File: config.mk
export PLATFORM = sky130hd
export DESIGN_NAME = pcm_format_normalizer_unit
export DESIGN_NICKNAME = d
export VERILOG_FILES = /design/src/rtl/pfn_pkg.sv /design/src/rtl/pfn_convert.sv /design/src/rtl/pfn_out_stage.sv /design/src/rtl/pcm_format_normalizer_unit.sv
export VERILOG_INCLUDE_DIRS = /design/src /design/src/rtl
export SDC_FILE = /design/constraint.sdc
export NUM_CORES = 1
export LEC_CHECK = 0
export ABC_CLOCK_PERIOD_IN_PS = 4880
export BUFFER_PORTS_ARGS = -buffer_cell sky130_fd_sc_hd__buf_2
export CAP_MARGIN = 30
export CORE_ASPECT_RATIO = 0.75
export CORE_MARGIN = 8
export CORE_UTILIZATION = 25
export CTS_CLUSTER_SIZE = 10
export DETAILED_ROUTE_END_ITERATION = 10
export HOLD_SLACK_MARGIN = 0.05
export PLACE_DENSITY = 0.52
export SLEW_MARGIN = 0
export SYNTH_ARGS = -nofsm -noshare
export SYNTH_HDL_FRONTEND = slang
export SYNTH_HIERARCHICAL = 1
export SYNTH_SLANG_ARGS = --single-unit
File: constraint.sdc
create_clock -name clock -period 4.88 [get_ports clock]
set_input_delay 0.976 -clock clock [delete_from_list [all_inputs] [get_ports clock]]
set_output_delay 0.976 -clock clock [all_outputs]
set_load 0.01 [all_outputs]
File: src/rtl/pcm_format_normalizer_unit_macros.svh
// ---------------------------------------------------------------------------
// PCM format normalizer assertion macros
// Concurrent assertion shorthands for the normalizer RTL.
// ---------------------------------------------------------------------------
`ifndef PCM_FORMAT_NORMALIZER_UNIT_MACROS_SVH
`define PCM_FORMAT_NORMALIZER_UNIT_MACROS_SVH

// The consequent must hold in the same cycle as the antecedent.
`define PFN_ASSERT_SAME(lbl, clk, rst, ante, cons, msg) \
   lbl: assert property (@(posedge clk) disable iff (rst) (ante) |-> (cons)) else $error(msg);

// The consequent must hold in the cycle after the antecedent.
`define PFN_ASSERT_NEXT(lbl, clk, rst, ante, cons, msg) \
   lbl: assert property (@(posedge clk) disable iff (rst) (ante) |=> (cons)) else $error(msg);

`endif

File: src/rtl/pfn_pkg.sv
// ---------------------------------------------------------------------------
// PCM format normalizer package
// Register indexes, mode codes, scale constant and the frame record type.
// ---------------------------------------------------------------------------
package pfn_pkg;

   localparam int unsigned SAMPLE_W = 16;
   localparam int unsigned CSR_IDX_W = 2;
   localparam int unsigned CSR_DATA_W = 2;

   // Register indexes.
   localparam logic [CSR_IDX_W-1:0] CSR_EIGHT_BIT_MODE   = 2'd0;
   localparam logic [CSR_IDX_W-1:0] CSR_SOURCE_CHANNELS  = 2'd1;
   localparam logic [CSR_IDX_W-1:0] CSR_SOURCE_RATE_MODE = 2'd2;

   // Channel and rate codes.
   localparam logic [1:0] CHANNELS_MONO   = 2'd1;
   localparam logic [1:0] CHANNELS_STEREO = 2'd2;
   localparam logic [1:0] RATE_PASS       = 2'd0;
   localparam logic [1:0] RATE_HALVE      = 2'd1;
   localparam logic [1:0] RATE_DOUBLE     = 2'd2;

   localparam logic [7:0] BYTE_SCALE = 8'd127;

   typedef struct packed {
      logic                emit;   // the item gives at least one frame
      logic                dup;    // the frame goes out twice
      logic [SAMPLE_W-1:0] left;
      logic [SAMPLE_W-1:0] right;
   } pfn_frame_type;

endpackage

File: src/rtl/pfn_convert.sv
// ---------------------------------------------------------------------------
// PCM format normalizer conversion stage
// Widens the sample, pairs or duplicates channels and applies the rate rule,
// holding the pairing and decimation state between items.
// ---------------------------------------------------------------------------
module pfn_convert
   import pfn_pkg::*;
(
   input  logic                clock,
   input  logic                reset,
   input  logic                advance,
   input  logic [SAMPLE_W-1:0] sample_word,
   input  logic                block_start,
   input  logic                eight_bit_mode,
   input  logic [1:0]          source_channels,
   input  logic [1:0]          source_rate_mode,
   output pfn_frame_type       frame
);

   logic [SAMPLE_W-1:0] held_left_ff, held_left_in;
   logic                have_left_ff, have_left_in;
   logic                frame_phase_ff, frame_phase_in;
   logic [SAMPLE_W-1:0] widened;
   logic [SAMPLE_W-1:0] scaled;
   logic                have_now;
   logic                phase_now;
   logic                pair_done;

   // A byte times 127 fits in 15 bits.
   assign scaled  = {8'd0, sample_word[7:0]} * {8'd0, BYTE_SCALE};
   assign widened = eight_bit_mode ? scaled : sample_word;

   always_comb begin
      have_now       = block_start ? 1'b0 : have_left_ff;
      phase_now      = block_start ? 1'b0 : frame_phase_ff;
      held_left_in   = held_left_ff;
      have_left_in   = have_now;
      frame_phase_in = phase_now;
      pair_done      = 1'b1;
      frame.emit     = 1'b0;
      frame.dup      = 1'b0;
      frame.left     = widened;
      frame.right    = widened;

      if (source_channels != CHANNELS_MONO) begin
         if (!have_now) begin
            held_left_in = widened;
            have_left_in = 1'b1;
            pair_done    = 1'b0;
         end else begin
            frame.left   = held_left_ff;
            have_left_in = 1'b0;
         end
      end

      if (pair_done) begin
         unique case (source_rate_mode)
            RATE_HALVE: begin
               frame.emit     = !phase_now;
               frame_phase_in = !phase_now;
            end
            RATE_DOUBLE: begin
               frame.emit = 1'b1;
               frame.dup  = 1'b1;
            end
            default: begin
               frame.emit = 1'b1;
            end
         endcase
      end
   end

   always_ff @(posedge clock) begin
      if (reset) begin
         held_left_ff   <= '0;
         have_left_ff   <= 1'b0;
         frame_phase_ff <= 1'b0;
      end else if (advance) begin
         held_left_ff   <= held_left_in;
         have_left_ff   <= have_left_in;
         frame_phase_ff <= frame_phase_in;
      end
   end

endmodule

File: src/rtl/pfn_out_stage.sv
// ---------------------------------------------------------------------------
// PCM format normalizer result register
// Holds one frame and sends it once or twice on the result channel.
// ---------------------------------------------------------------------------
module pfn_out_stage
   import pfn_pkg::*;
(
   input  logic                       clock,
   input  logic                       reset,
   input  logic                       load,
   input  pfn_frame_type              frame,
   output logic                       free,
   output logic                       rsp_valid,
   input  logic                       rsp_ready,
   output logic signed [SAMPLE_W-1:0] rsp_left_sample,
   output logic signed [SAMPLE_W-1:0] rsp_right_sample,
   output logic                       rsp_last_of_run
);

   logic                valid_ff;
   logic                dup_ff;
   logic [SAMPLE_W-1:0] left_ff;
   logic [SAMPLE_W-1:0] right_ff;
   logic                fire;

   assign fire = valid_ff && rsp_ready;
   // The register can take a new frame once its final copy is leaving.
   assign free = !valid_ff || (rsp_ready && !dup_ff);

   always_ff @(posedge clock) begin
      if (reset) begin
         valid_ff <= 1'b0;
         dup_ff   <= 1'b0;
      end else if (load) begin
         valid_ff <= 1'b1;
         dup_ff   <= frame.dup;
      end else if (fire) begin
         if (dup_ff) begin
            dup_ff <= 1'b0;
         end else begin
            valid_ff <= 1'b0;
         end
      end
   end

   always_ff @(posedge clock) begin
      if (load) begin
         left_ff  <= frame.left;
         right_ff <= frame.right;
      end
   end

   assign rsp_valid        = valid_ff;
   assign rsp_left_sample  = left_ff;
   assign rsp_right_sample = right_ff;
   assign rsp_last_of_run  = !dup_ff;

endmodule

File: src/rtl/pcm_format_normalizer_unit.sv
// ---------------------------------------------------------------------------
// PCM format normalizer
// Turns source PCM samples into 16-bit stereo frames.
// ---------------------------------------------------------------------------
// Each sample word is registered on acceptance, converted and placed in a
// result register, so a new word can be accepted every cycle while that
// register is free. In pass and halve modes the block sustains one word per
// cycle while rsp_ready is high; in double mode each frame occupies the
// result register for two transfers. The result register is the only limit
// on rate. The user must write configuration through the csr_ port only
// while no word is in flight; the block does not enforce this. Writes do
// not disturb the pairing state.
`include "pcm_format_normalizer_unit_macros.svh"

module pcm_format_normalizer_unit
   import pfn_pkg::*;
(
   input  logic                         clock,
   input  logic                         reset,
   input  logic                         csr_write_enable,
   input  logic [CSR_IDX_W-1:0]         csr_index,
   input  logic [CSR_DATA_W-1:0]        csr_write_data,
   input  logic                         req_valid,
   output logic                         req_ready,
   input  logic [SAMPLE_W-1:0]          req_sample_word,
   input  logic                         req_block_start,
   output logic                         rsp_valid,
   input  logic                         rsp_ready,
   output logic signed [SAMPLE_W-1:0]   rsp_left_sample,
   output logic signed [SAMPLE_W-1:0]   rsp_right_sample,
   output logic                         rsp_last_of_run
);

   logic                eight_bit_ff;
   logic [1:0]          channels_ff;
   logic [1:0]          rate_ff;
   logic                a_valid_ff;
   logic [SAMPLE_W-1:0] a_sample_ff;
   logic                a_block_start_ff;
   logic                out_free;
   logic                a_advance;
   pfn_frame_type       frame;

   always_ff @(posedge clock) begin
      if (reset) begin
         eight_bit_ff <= 1'b0;
         channels_ff  <= CHANNELS_STEREO;
         rate_ff      <= RATE_PASS;
      end else if (csr_write_enable) begin
         unique case (csr_index)
            CSR_EIGHT_BIT_MODE:   eight_bit_ff <= csr_write_data[0];
            CSR_SOURCE_CHANNELS:  channels_ff  <= csr_write_data;
            CSR_SOURCE_RATE_MODE: rate_ff      <= csr_write_data;
            default: begin
            end
         endcase
      end
   end

   assign a_advance = a_valid_ff && out_free;
   assign req_ready = !a_valid_ff || out_free;

   always_ff @(posedge clock) begin
      if (reset) begin
         a_valid_ff <= 1'b0;
      end else if (req_ready) begin
         a_valid_ff <= req_valid;
      end
   end

   always_ff @(posedge clock) begin
      if (req_valid && req_ready) begin
         a_sample_ff      <= req_sample_word;
         a_block_start_ff <= req_block_start;
      end
   end

   pfn_convert u_convert (
      .clock            (clock),
      .reset            (reset),
      .advance          (a_advance),
      .sample_word      (a_sample_ff),
      .block_start      (a_block_start_ff),
      .eight_bit_mode   (eight_bit_ff),
      .source_channels  (channels_ff),
      .source_rate_mode (rate_ff),
      .frame            (frame)
   );

   pfn_out_stage u_out (
      .clock            (clock),
      .reset            (reset),
      .load             (a_advance && frame.emit),
      .frame            (frame),
      .free             (out_free),
      .rsp_valid        (rsp_valid),
      .rsp_ready        (rsp_ready),
      .rsp_left_sample  (rsp_left_sample),
      .rsp_right_sample (rsp_right_sample),
      .rsp_last_of_run  (rsp_last_of_run)
   );

   // A first copy that is taken is followed by the final copy of the same frame.
   `PFN_ASSERT_NEXT(a_dup_second, clock, reset, rsp_valid && rsp_ready && !rsp_last_of_run, rsp_valid && rsp_last_of_run && $stable(rsp_left_sample) && $stable(rsp_right_sample), "second copy of doubled frame missing or changed")
   // A registered word that cannot move on is still held next cycle.
   `PFN_ASSERT_NEXT(a_word_held, clock, reset, a_valid_ff && !out_free, a_valid_ff && $stable(a_sample_ff), "stalled sample word lost")
   // A frame still waiting for its second copy blocks the next load.
   `PFN_ASSERT_SAME(a_no_overwrite, clock, reset, rsp_valid && !rsp_last_of_run, !a_advance, "result register overwritten before last copy")

endmodule
Yosys cells after proc, flatten, opt, wreduce, memory -nomap -nowiden
Index checks and enable logic that the tools add are counted.
Word-level totals
  bits in registers: 75
  word-level logic and storage cells: 57
  output and inout bits: 35
  input bits: 26
Cells by class
  reduce and logical (&&, ||, !) cells: 18
  multiply operators: 1
  multiplexer cells: 19
  eq/ne operators: 6
Operator list (count)
  2-to-1 mux 16 bit: 3
  multiplier 8 x 7 -> 15 bit (second input constant): 1
  2-to-1 mux 1 bit: 15
  AND reduction 2 bit: 5
  logical AND 1 bit: 5
  == test 2 x 1 -> 1 bit (second input constant): 2
  == test 2 bit (second input constant): 2
  zero test 1 bit: 4
  inequality test 2 x 1 -> 1 bit (second input constant): 2
  zero test 2 bit: 1
  logical OR 1 bit: 2
  2-to-1 mux 2 bit: 1
  nonzero test 2 bit: 1

Longest topological paths before layout
Gate-level depths: netlist of the first run.
  depth in word-level cells: 7
  depth in mapped cells: 15

Cells and area by module
Netlist of the first run, hierarchy kept.
Modules (own cells, without submodules)
  pfn_convert: seq. area each 360.3 sq um, cells each 309, times used 1, area each 2611.3 sq um
  pfn_out_stage: seq. area each 1001.0 sq um, cells each 43, times used 1, area each 1047.3 sq um
  pcm_format_normalizer_unit: seq. area each 630.6 sq um, cells each 45, times used 1, area each 784.5 sq um

Worst setup path after synthesis of the first run
OpenSTA, ideal clock, no wires.
  kind: reg2reg
  start: register a_sample_ff[5]
  end: register u_convert.held_left_ff[13]
  slack: 0.372 ns
  period minus slack after synthesis: 4.508 ns
  data arrival time: 4.417 ns
  stages on the path, launching flop included: 16
  data required time: 4.789 ns
  library setup time: 0.091 ns
  cells stage by stage: edfxtp_1 -> inv_1 -> fa_1 -> fa_1 -> inv_1 -> ha_1 -> xor2_1 -> fa_1 -> inv_1 -> ha_1 -> and3_1 -> a211oi_4 -> o22ai_2 -> a211oi_2 -> mux2_4 -> a311oi_1
On the way
  cells in the longest elaborated chain, start to end: 3
Ends and longest elaborated chain
  start: declaration: line pcm_format_normalizer_unit.sv:38  | logic [SAMPLE_W-1:0] a_sample_ff;
  start signal: assignment: line pcm_format_normalizer_unit.sv:73  | a_sample_ff <= req_sample_word;
  multiplier 8 x 7 -> 15 bit: line pfn_convert.sv:30  | assign scaled = {8'd0, sample_word[7:0]} * {8'd0, BYTE_SCALE};
  2-to-1 mux 16 bit: line pfn_convert.sv:31  | assign widened = eight_bit_mode ? scaled : sample_word;
  2-to-1 mux 16 bit
  end signal: assignment: line pfn_convert.sv:79  | held_left_ff <= held_left_in;
  end: declaration: line pfn_convert.sv:20  | logic [SAMPLE_W-1:0] held_left_ff, held_left_in;
Every way passes these cells.
A chain may end at the register's enable or synchronous reset.

Worst setup path in the final report of the first run
  start: register a_sample_ff[3]
  end: register u_convert.held_left_ff[13]
The elaborated chain is that of the path after synthesis.

==> impl_metrics.json, run 1 <==
{
  "grtUsageTotal": 0.0969,
  "cap_violations": 0,
  "ctsHoldBuffers": 0,
  "drt-total-wl_um": 10500,
  "fin_area_sq_um": 5370,
  "end_kind": "flop",
  "via_count": 2976,
  "wl_per_cell_um": 14.7,
  "arrival_ns": 4.91,
  "grt_pass1_vias": 3080,
  "path_cells": "inv_2, fa_1, fa_1, inv_1, ha_1, xor2_1, fa_1, inv_1, ha_1, and3_1, a211oi_4, o22ai_2, a211oi_2, mux2_4, a311oi_1",
  "yosys.area.top_type": "edfxtp_1",
  "hold_start": "u_convert/held_left_ff[15]$_SDFFE_PP0P_",
  "rsz0062_at_grt": "false",
  "worstPathRequired_ns": 5.12,
  "leakagePower_nw": 2.34,
  "finalSetupViolations": 0,
  "diodes": 0,
  "synth_top_area_frac": 0.331,
  "grt_first_pass_wirelength_um": 16900,
  "status": "finished clean",
  "cts_buffer_depth": 2,
  "fin_tns_setup_ns": 0,
  "critPathKind": "flop to flop",
  "cpPeakStageDelay_ns": 0.57,
  "via_per_inst": 4.16,
  "slew_viol_final": 0,
  "r2r_cells": 15,
  "holdPathStages": 2,
  "r2r_slack_ns": 0.22,
  "tightest_slew_ns": 0.842,
  "vdd_drop_max_uv": 306,
  "skew_ns": 0.00575,
  "syn_to_final_growth_pct": 20.8,
  "portBuffers": 60,
  "cts_tree": "yes",
  "timing.rr.start": "a_sample_ff[3]$_DFFE_PP_",
  "cts_root_buffer": "clkbuf_16",
  "dr.pass1.iters": 4,
  "syn_avg_cell_area_sq_um": 11.2,
  "power_density_nw_per_um2": 525,
  "dpl.hpwl_um": 8140,
  "synth-seq-cells": 75,
  "hold_violations": 0,
  "start_kind": "flop",
  "drc": 0,
  "syn_area_sq_um": 4440,
  "place_congestion": 0.886,
  "layout.nets": 551,
  "synth_cell_types": 55,
  "core-area_sq_um": 17600,
  "overflow": 0,
  "h-tree-depth": 3,
  "numClockSinks": 75,
  "synth.area.top_cells": "edfxtp_1 33%, dfxtp_1 12%, ha_1 10%",
  "antenna_found_initial": 0,
  "syn_nets": 480,
  "postRouteAntennaNets": 0,
  "fmax_ghz": 0.214,
  "relSlewSlack": 0.438,
  "synthCells": 397,
  "fin_crit_sh": 0.956,
  "dpl-instance-area_sq_um": 5060,
  "ys_warn_count": 6,
  "critPathMaxFanout": 5,
  "min_period_ns": 4.66,
  "hp-class": "flop to flop",
  "ys_seq_area_frac": 0.448,
  "grt_max_degree": 31,
  "start_util": 0.253,
  "slowest_stage": "fa_1",
  "r2r-end": "u_convert/held_left_ff[13]$_SDFFE_PP0P_",
  "cpMostUsedCell": "fa_1",
  "die_x_um": 170,
  "cts_buffers": 9,
  "whs_endpoint": "u_convert/held_left_ff[15]$_SDFFE_PP0P_",
  "clock_latency_ns": 0.33,
  "clkSlewWorstSetupHoldPaths_ns": 0.06,
  "drive_above_1_share": 0.241,
  "dieHeight_um": 131,
  "die-area_sq_um": 22300,
  "io_pins": 61,
  "rows": 42,
  "first_iter_violations": 97
}
==> timing repair <==
action | CTS | global route
resized for setup | 0 | 4
setup buffers | 0 | 2
hold endpoints to repair | 0 | 0
endpoints found under the setup margin | 0 | 7
==> cell families (layout without fill, tap and decap cells) <==
| group | Yosys count | after routing | synth area share |
|---|---|---|---|
| muxes | 21 | 21 | 0.0529 |
| buffers and inverters | 71 | 147 | 0.0611 |
| adders and majority gates | 57 | 57 | 0.196 |
| and+or+nand+nor | 102 | 102 | 0.118 |
| xor gates and xnor gates | 7 | 7 | 0.0138 |
| DFF | 75 | 75 | 0.448 |
| AOI/OAI and AO/OA | 64 | 64 | 0.110 |
==> metrics by stage <==
step           setup slack [ns]  total power [mW]  utilization  hold WS (ns)  cells
2_1_floorplan             0.372              1.89            -         0.434    397
4_1_cts                  0.0179              2.83        0.304         0.455    712
6_report                  0.216              2.82        0.306         0.456    715
3_5_place_dp             0.0359              2.20        0.288         0.446    696
5_1_grt                  0.0552              3.05        0.306         0.471    715
3_3_place_gp              0.273              2.19        0.288         0.441    695
==> layout by cell type, fill, tap and decap left out, types with 2 or more instances in the layout <==
cell type  Yosys  routed
nand3b_1       5       5
nand2_1       18      18
clkbuf_16      0       9
mux2i_1       10      10
inv_1         60      57
a21oi_2        2       2
mux2_4         3       3
a31oi_1        3       3
o31ai_2        3       3
o21ai_0        3       3
and2_1         2       2
nand3_1        5       5
edfxtp_1      49      49
a21oi_1       19      19
xnor2_1        4       4
dfxtp_1       26      26
nor3b_1        3       3
fa_1          21      21
o21bai_1       3       3
buf_8          0       2
nand2b_1      13      13
a211oi_2       1       2
buf_4          1       8
xor2_1         3       3
inv_2          1       4
nor2_1        34      34
clkinv_2       0       2
ha_1          36      36
clkbuf_1       5       3
nor3_1         5       5
o31a_1         2       2
buf_2          1      60
mux2_2         8       8
o21a_1         3       3
a211oi_1       7       6
nor2b_1        5       5
and3_1         5       5
a21o_1         6       6
==> worst max-delay path by stage <==
stage,to,start,depth (start not counted)
6_report,u_convert/held_left_ff[13]$_SDFFE_PP0P_,a_sample_ff[3]$_DFFE_PP_,15
4_1_cts,u_out/rsp_left_sample[11]$_DFFE_PP_,a_sample_ff[4]$_DFFE_PP_,15
5_1_grt,u_convert/held_left_ff[13]$_SDFFE_PP0P_,a_sample_ff[2]$_DFFE_PP_,15
3_5_place_dp,u_out/rsp_left_sample[11]$_DFFE_PP_,a_sample_ff[4]$_DFFE_PP_,15
2_1_floorplan,u_convert/held_left_ff[13]$_SDFFE_PP0P_,a_sample_ff[5]$_DFFE_PP_,15
3_3_place_gp,u_out/rsp_left_sample[11]$_DFFE_PP_,a_sample_ff[4]$_DFFE_PP_,15
==> cell usage after synthesis, drive strengths merged <==
cell,instances
o31a,2
a31oi,3
mux2,11
or2,2
and3b,1
a211o,1
nor2b,6
o22ai,1
nand2,18
mux2i,10
nand2b,13
xnor2,4
ha,36
nor3b,3
a2111oi,1
o311a,1
nand4,1
fa,21
buf,5
nand3b,5
nor3,6
edfxtp,49
o2111ai,1
and3,5
inv,61
o21a,3
a32oi,1
a211oi,9
o31ai,4
and2,2
clkbuf,5
dfxtp,26
o22a,1
o21bai,3
nand3,5
a21o,6
o21ai,4
a21oi,21
a311oi,2
nor2,34
xor2,3
and4,1
==> critical path: cells and delay by family, from the launching register on <==
family | cells | cell delay (ns)
xor gates and xnor gates | 1 | 0.16
muxes | 1 | 0.34
AOI/OAI and AO/OA | 4 | 0.98
and+or+nand+nor | 1 | 0.20
DFF | 1 | 0.42
adders and majority gates | 5 | 2.30
buffers and inverters | 3 | 0.18
==> area by class of cell <==
type	count	area (sq um)
inverters	61	229
clock inverters	3	16.3
fillers	1839	12200
flip-flops and latches	75	1990
clock buffers	13	250
repair buffers	70	390
well taps	242	303
multi-input cells	251	2180
==> power by group <==
part	total (mW)	switching, mW	leakage (nW)	internal (mW)
registers	0.732	0.0157	0.668	0.716
clock network	0.605	0.248	0.134	0.357
logic	1.48	0.873	1.54	0.609
total	2.82	1.14	2.34	1.68
==> per-layer routing <==
metal | part of all wire | vias to the layer above | GRT usage
met3 | 0.054 | 6 | 0.0335
met2 | 0.43 | 67 | 0.143
met1 | 0.51 | 1406 | 0.132
li1 | - | 1497 | -
met5 | 0 | - | 0
met4 | 0.0094 | 0 | 0.0272
==> state kept, by name, summed over array words and instances (netlist names) <==
signal and cells:
a_block_start_ff 1, a_sample_ff 16, a_valid_ff 1, channels_ff 2, eight_bit_ff 1, rate_ff 2
u_convert/frame_phase_ff 1, u_convert/have_left_ff 1, u_convert/held_left_ff 16, u_out/dup_ff 1, u_out/rsp_left_sample 16, u_out/rsp_right_sample 16
u_out/rsp_valid 1
Note: power is estimated with default switching activity, not from simulation.
==> run 2, diff against run 1 <==
--- a/config.mk
+++ b/config.mk
@@ -10,7 +10,7 @@
 export BUFFER_PORTS_ARGS = -buffer_cell sky130_fd_sc_hd__buf_2
 export CAP_MARGIN = 30
 export CORE_ASPECT_RATIO = 0.75
-export CORE_MARGIN = 8
+export CORE_MARGIN = 3
 export CORE_UTILIZATION = 25
 export CTS_CLUSTER_SIZE = 10
 export DETAILED_ROUTE_END_ITERATION = 10
==> impl_metrics.json, run 2 (same netlist as run 1, synthesis figures left out) <==
{
  "status": "finished clean",
  "skew_ns": 0.00624,
  "die-area_sq_um": 19400,
  "final_cell_mix": "60 x buf_2, 57 x inv_1, 49 x edfxtp_1, 36 x ha_1, 34 x nor2_1",
  "seq_area_sq_um": 1990,
  "via_count": 3038,
  "portBuffers": 60,
  "cts_buffer_depth": 2,
  "place_congestion": 0.874,
  "grt_first_pass_wirelength_um": 17000,
  "multiInputGateArea_sq_um": 2180,
  "holdPathStages": 2,
  "fillers": 1787,
  "dp_slack_ns": 0.0571,
  "total_power_mw": 2.92,
  "h-tree-depth": 3,
  "cts_tree": "yes",
  "instances_no_fill": 710,
  "vdd_drop_max_uv": 240,
  "cts_root_buffer": "clkbuf_16",
  "antenna_found_initial": 0,
  "syn_to_final_growth_pct": 21.9,
  "r2r-end": "u_out/rsp_left_sample[13]$_DFFE_PP_",
  "die_x_um": 160,
  "leakagePower_nw": 2.37,
  "power_density_nw_per_um2": 539,
  "via_per_inst": 4.28,
  "min_period_ns": 4.68,
  "drive_above_1_share": 0.245,
  "hp-class": "flop to flop",
  "critPathKind": "flop to flop",
  "timing.rr.start": "a_sample_ff[4]$_DFFE_PP_",
  "r2r_cells": 15,
  "drt-total-wl_um": 10300,
  "r2r_slack_ns": 0.20,
  "worstPathRequired_ns": 5.03,
  "utilization": 0.316,
  "tightest_slew_ns": 0.908,
  "finalSetupViolations": 0,
  "wl_per_cell_um": 14.6,
  "cap_violations": 0,
  "layout.nets": 552,
  "dr.pass1.iters": 4,
  "post-route-worst-setup-slack_ns": 0.198,
  "hold_violations": 0,
  "start_util": 0.259,
  "ctsHoldBuffers": 0,
  "dp.cells": 689,
  "io_pins": 61,
  "critPathMaxFanout": 5,
  "dieHeight_um": 121,
  "numClockSinks": 75,
  "arrival_ns": 4.83,
  "start_kind": "flop",
  "relSlewSlack": 0.394,
  "hold_start": "u_convert/held_left_ff[3]$_SDFFE_PP0P_",
  "end_kind": "flop",
  "core-area_sq_um": 17100,
  "postRouteAntennaNets": 0,
  "first_iter_violations": 168,
  "slew_viol_final": 0,
  "clock_latency_ns": 0.33,
  "diodes": 0,
  "clkSlewWorstSetupHoldPaths_ns": 0.06,
  "grtUsageTotal": 0.111,
  "fin_crit_sh": 0.960,
  "overflow": 0,
  "final_common_cell": "buf_2",
  "grt_max_degree": 34,
  "grt_pass1_vias": 3170,
  "rsz0062_at_grt": "false",
  "rows": 41,
  "whs_endpoint": "u_convert/held_left_ff[3]$_SDFFE_PP0P_",
  "fmax_ghz": 0.214,
  "dpl.hpwl_um": 8010,
  "cts_buffers": 9,
  "fin_tns_setup_ns": 0,
  "drc": 0
}
run 2: stage by stage:
stage | cell area, sq um | hold slack, ns
5_1_grt | 5410 | 0.479
3_3_place_gp | 5030 | 0.440
4_1_cts | 5370 | 0.456
3_5_place_dp | 5050 | 0.447
6_report | 5410 | 0.454
2_1_floorplan | 4440 | 0.434
run 2: report_power, final:
group,leakage (nW),switching (mW),internal (mW)
Sequential,0.668,0.0175,0.716
Combinational,1.54,0.874,0.626
Clock,0.159,0.250,0.435
run 2: repair_timing:
action / 4_1_cts / 5_1_grt
setup buffers: 0 / 4
endpoints found under the setup margin: 0 / 8
gates resized for setup: 0 / 3
run 2: how the worst max path moves through the flow:
| stage | to | slack [ns] | from |
|---|---|---|---|
| after global placement | u_out/rsp_left_sample[11]$_DFFE_PP_ | 0.28 | a_sample_ff[4]$_DFFE_PP_ |
| after floorplan | u_convert/held_left_ff[13]$_SDFFE_PP0P_ | 0.37 | a_sample_ff[5]$_DFFE_PP_ |
| after detailed placement | u_out/rsp_left_sample[11]$_DFFE_PP_ | 0.06 | a_sample_ff[4]$_DFFE_PP_ |
| final | u_out/rsp_left_sample[13]$_DFFE_PP_ | 0.20 | a_sample_ff[4]$_DFFE_PP_ |
| after CTS | u_out/rsp_left_sample[13]$_DFFE_PP_ | 0.02 | a_sample_ff[4]$_DFFE_PP_ |
| after global routing | u_out/rsp_left_sample[13]$_DFFE_PP_ | 0.03 | a_sample_ff[3]$_DFFE_PP_ |
run 2: layout make-up:
cell class              count  share of cell area
repair buffers             71              0.0735
inverters                  61              0.0423
clock inverters             2             0.00254
well taps                 236              0.0545
clock buffers              14              0.0566
flip-flops and latches     75               0.368
multi-input cells         251               0.403
run 2: critical path: stages, from the launching register on:
cell	delay, ns
edfxtp_1	0.44
inv_2	0.14
fa_1	0.50
fa_1	0.56
inv_1	0.04
ha_1	0.31
xor2_1	0.16
fa_1	0.50
inv_1	0.04
ha_1	0.35
and3_1	0.21
a211oi_4	0.30
o22ai_2	0.15
a211oi_2	0.29
mux2_4	0.34
a31oi_1	0.18
run 2: routing by layer:
layer | global-route usage | share of wire | up-vias
met1 | 0.160 | 0.51 | 1463
met5 | 0 | 0 | -
li1 | - | - | 1507
met4 | 0.0217 | 0.0079 | 0
met2 | 0.171 | 0.44 | 62
met3 | 0.0263 | 0.043 | 6
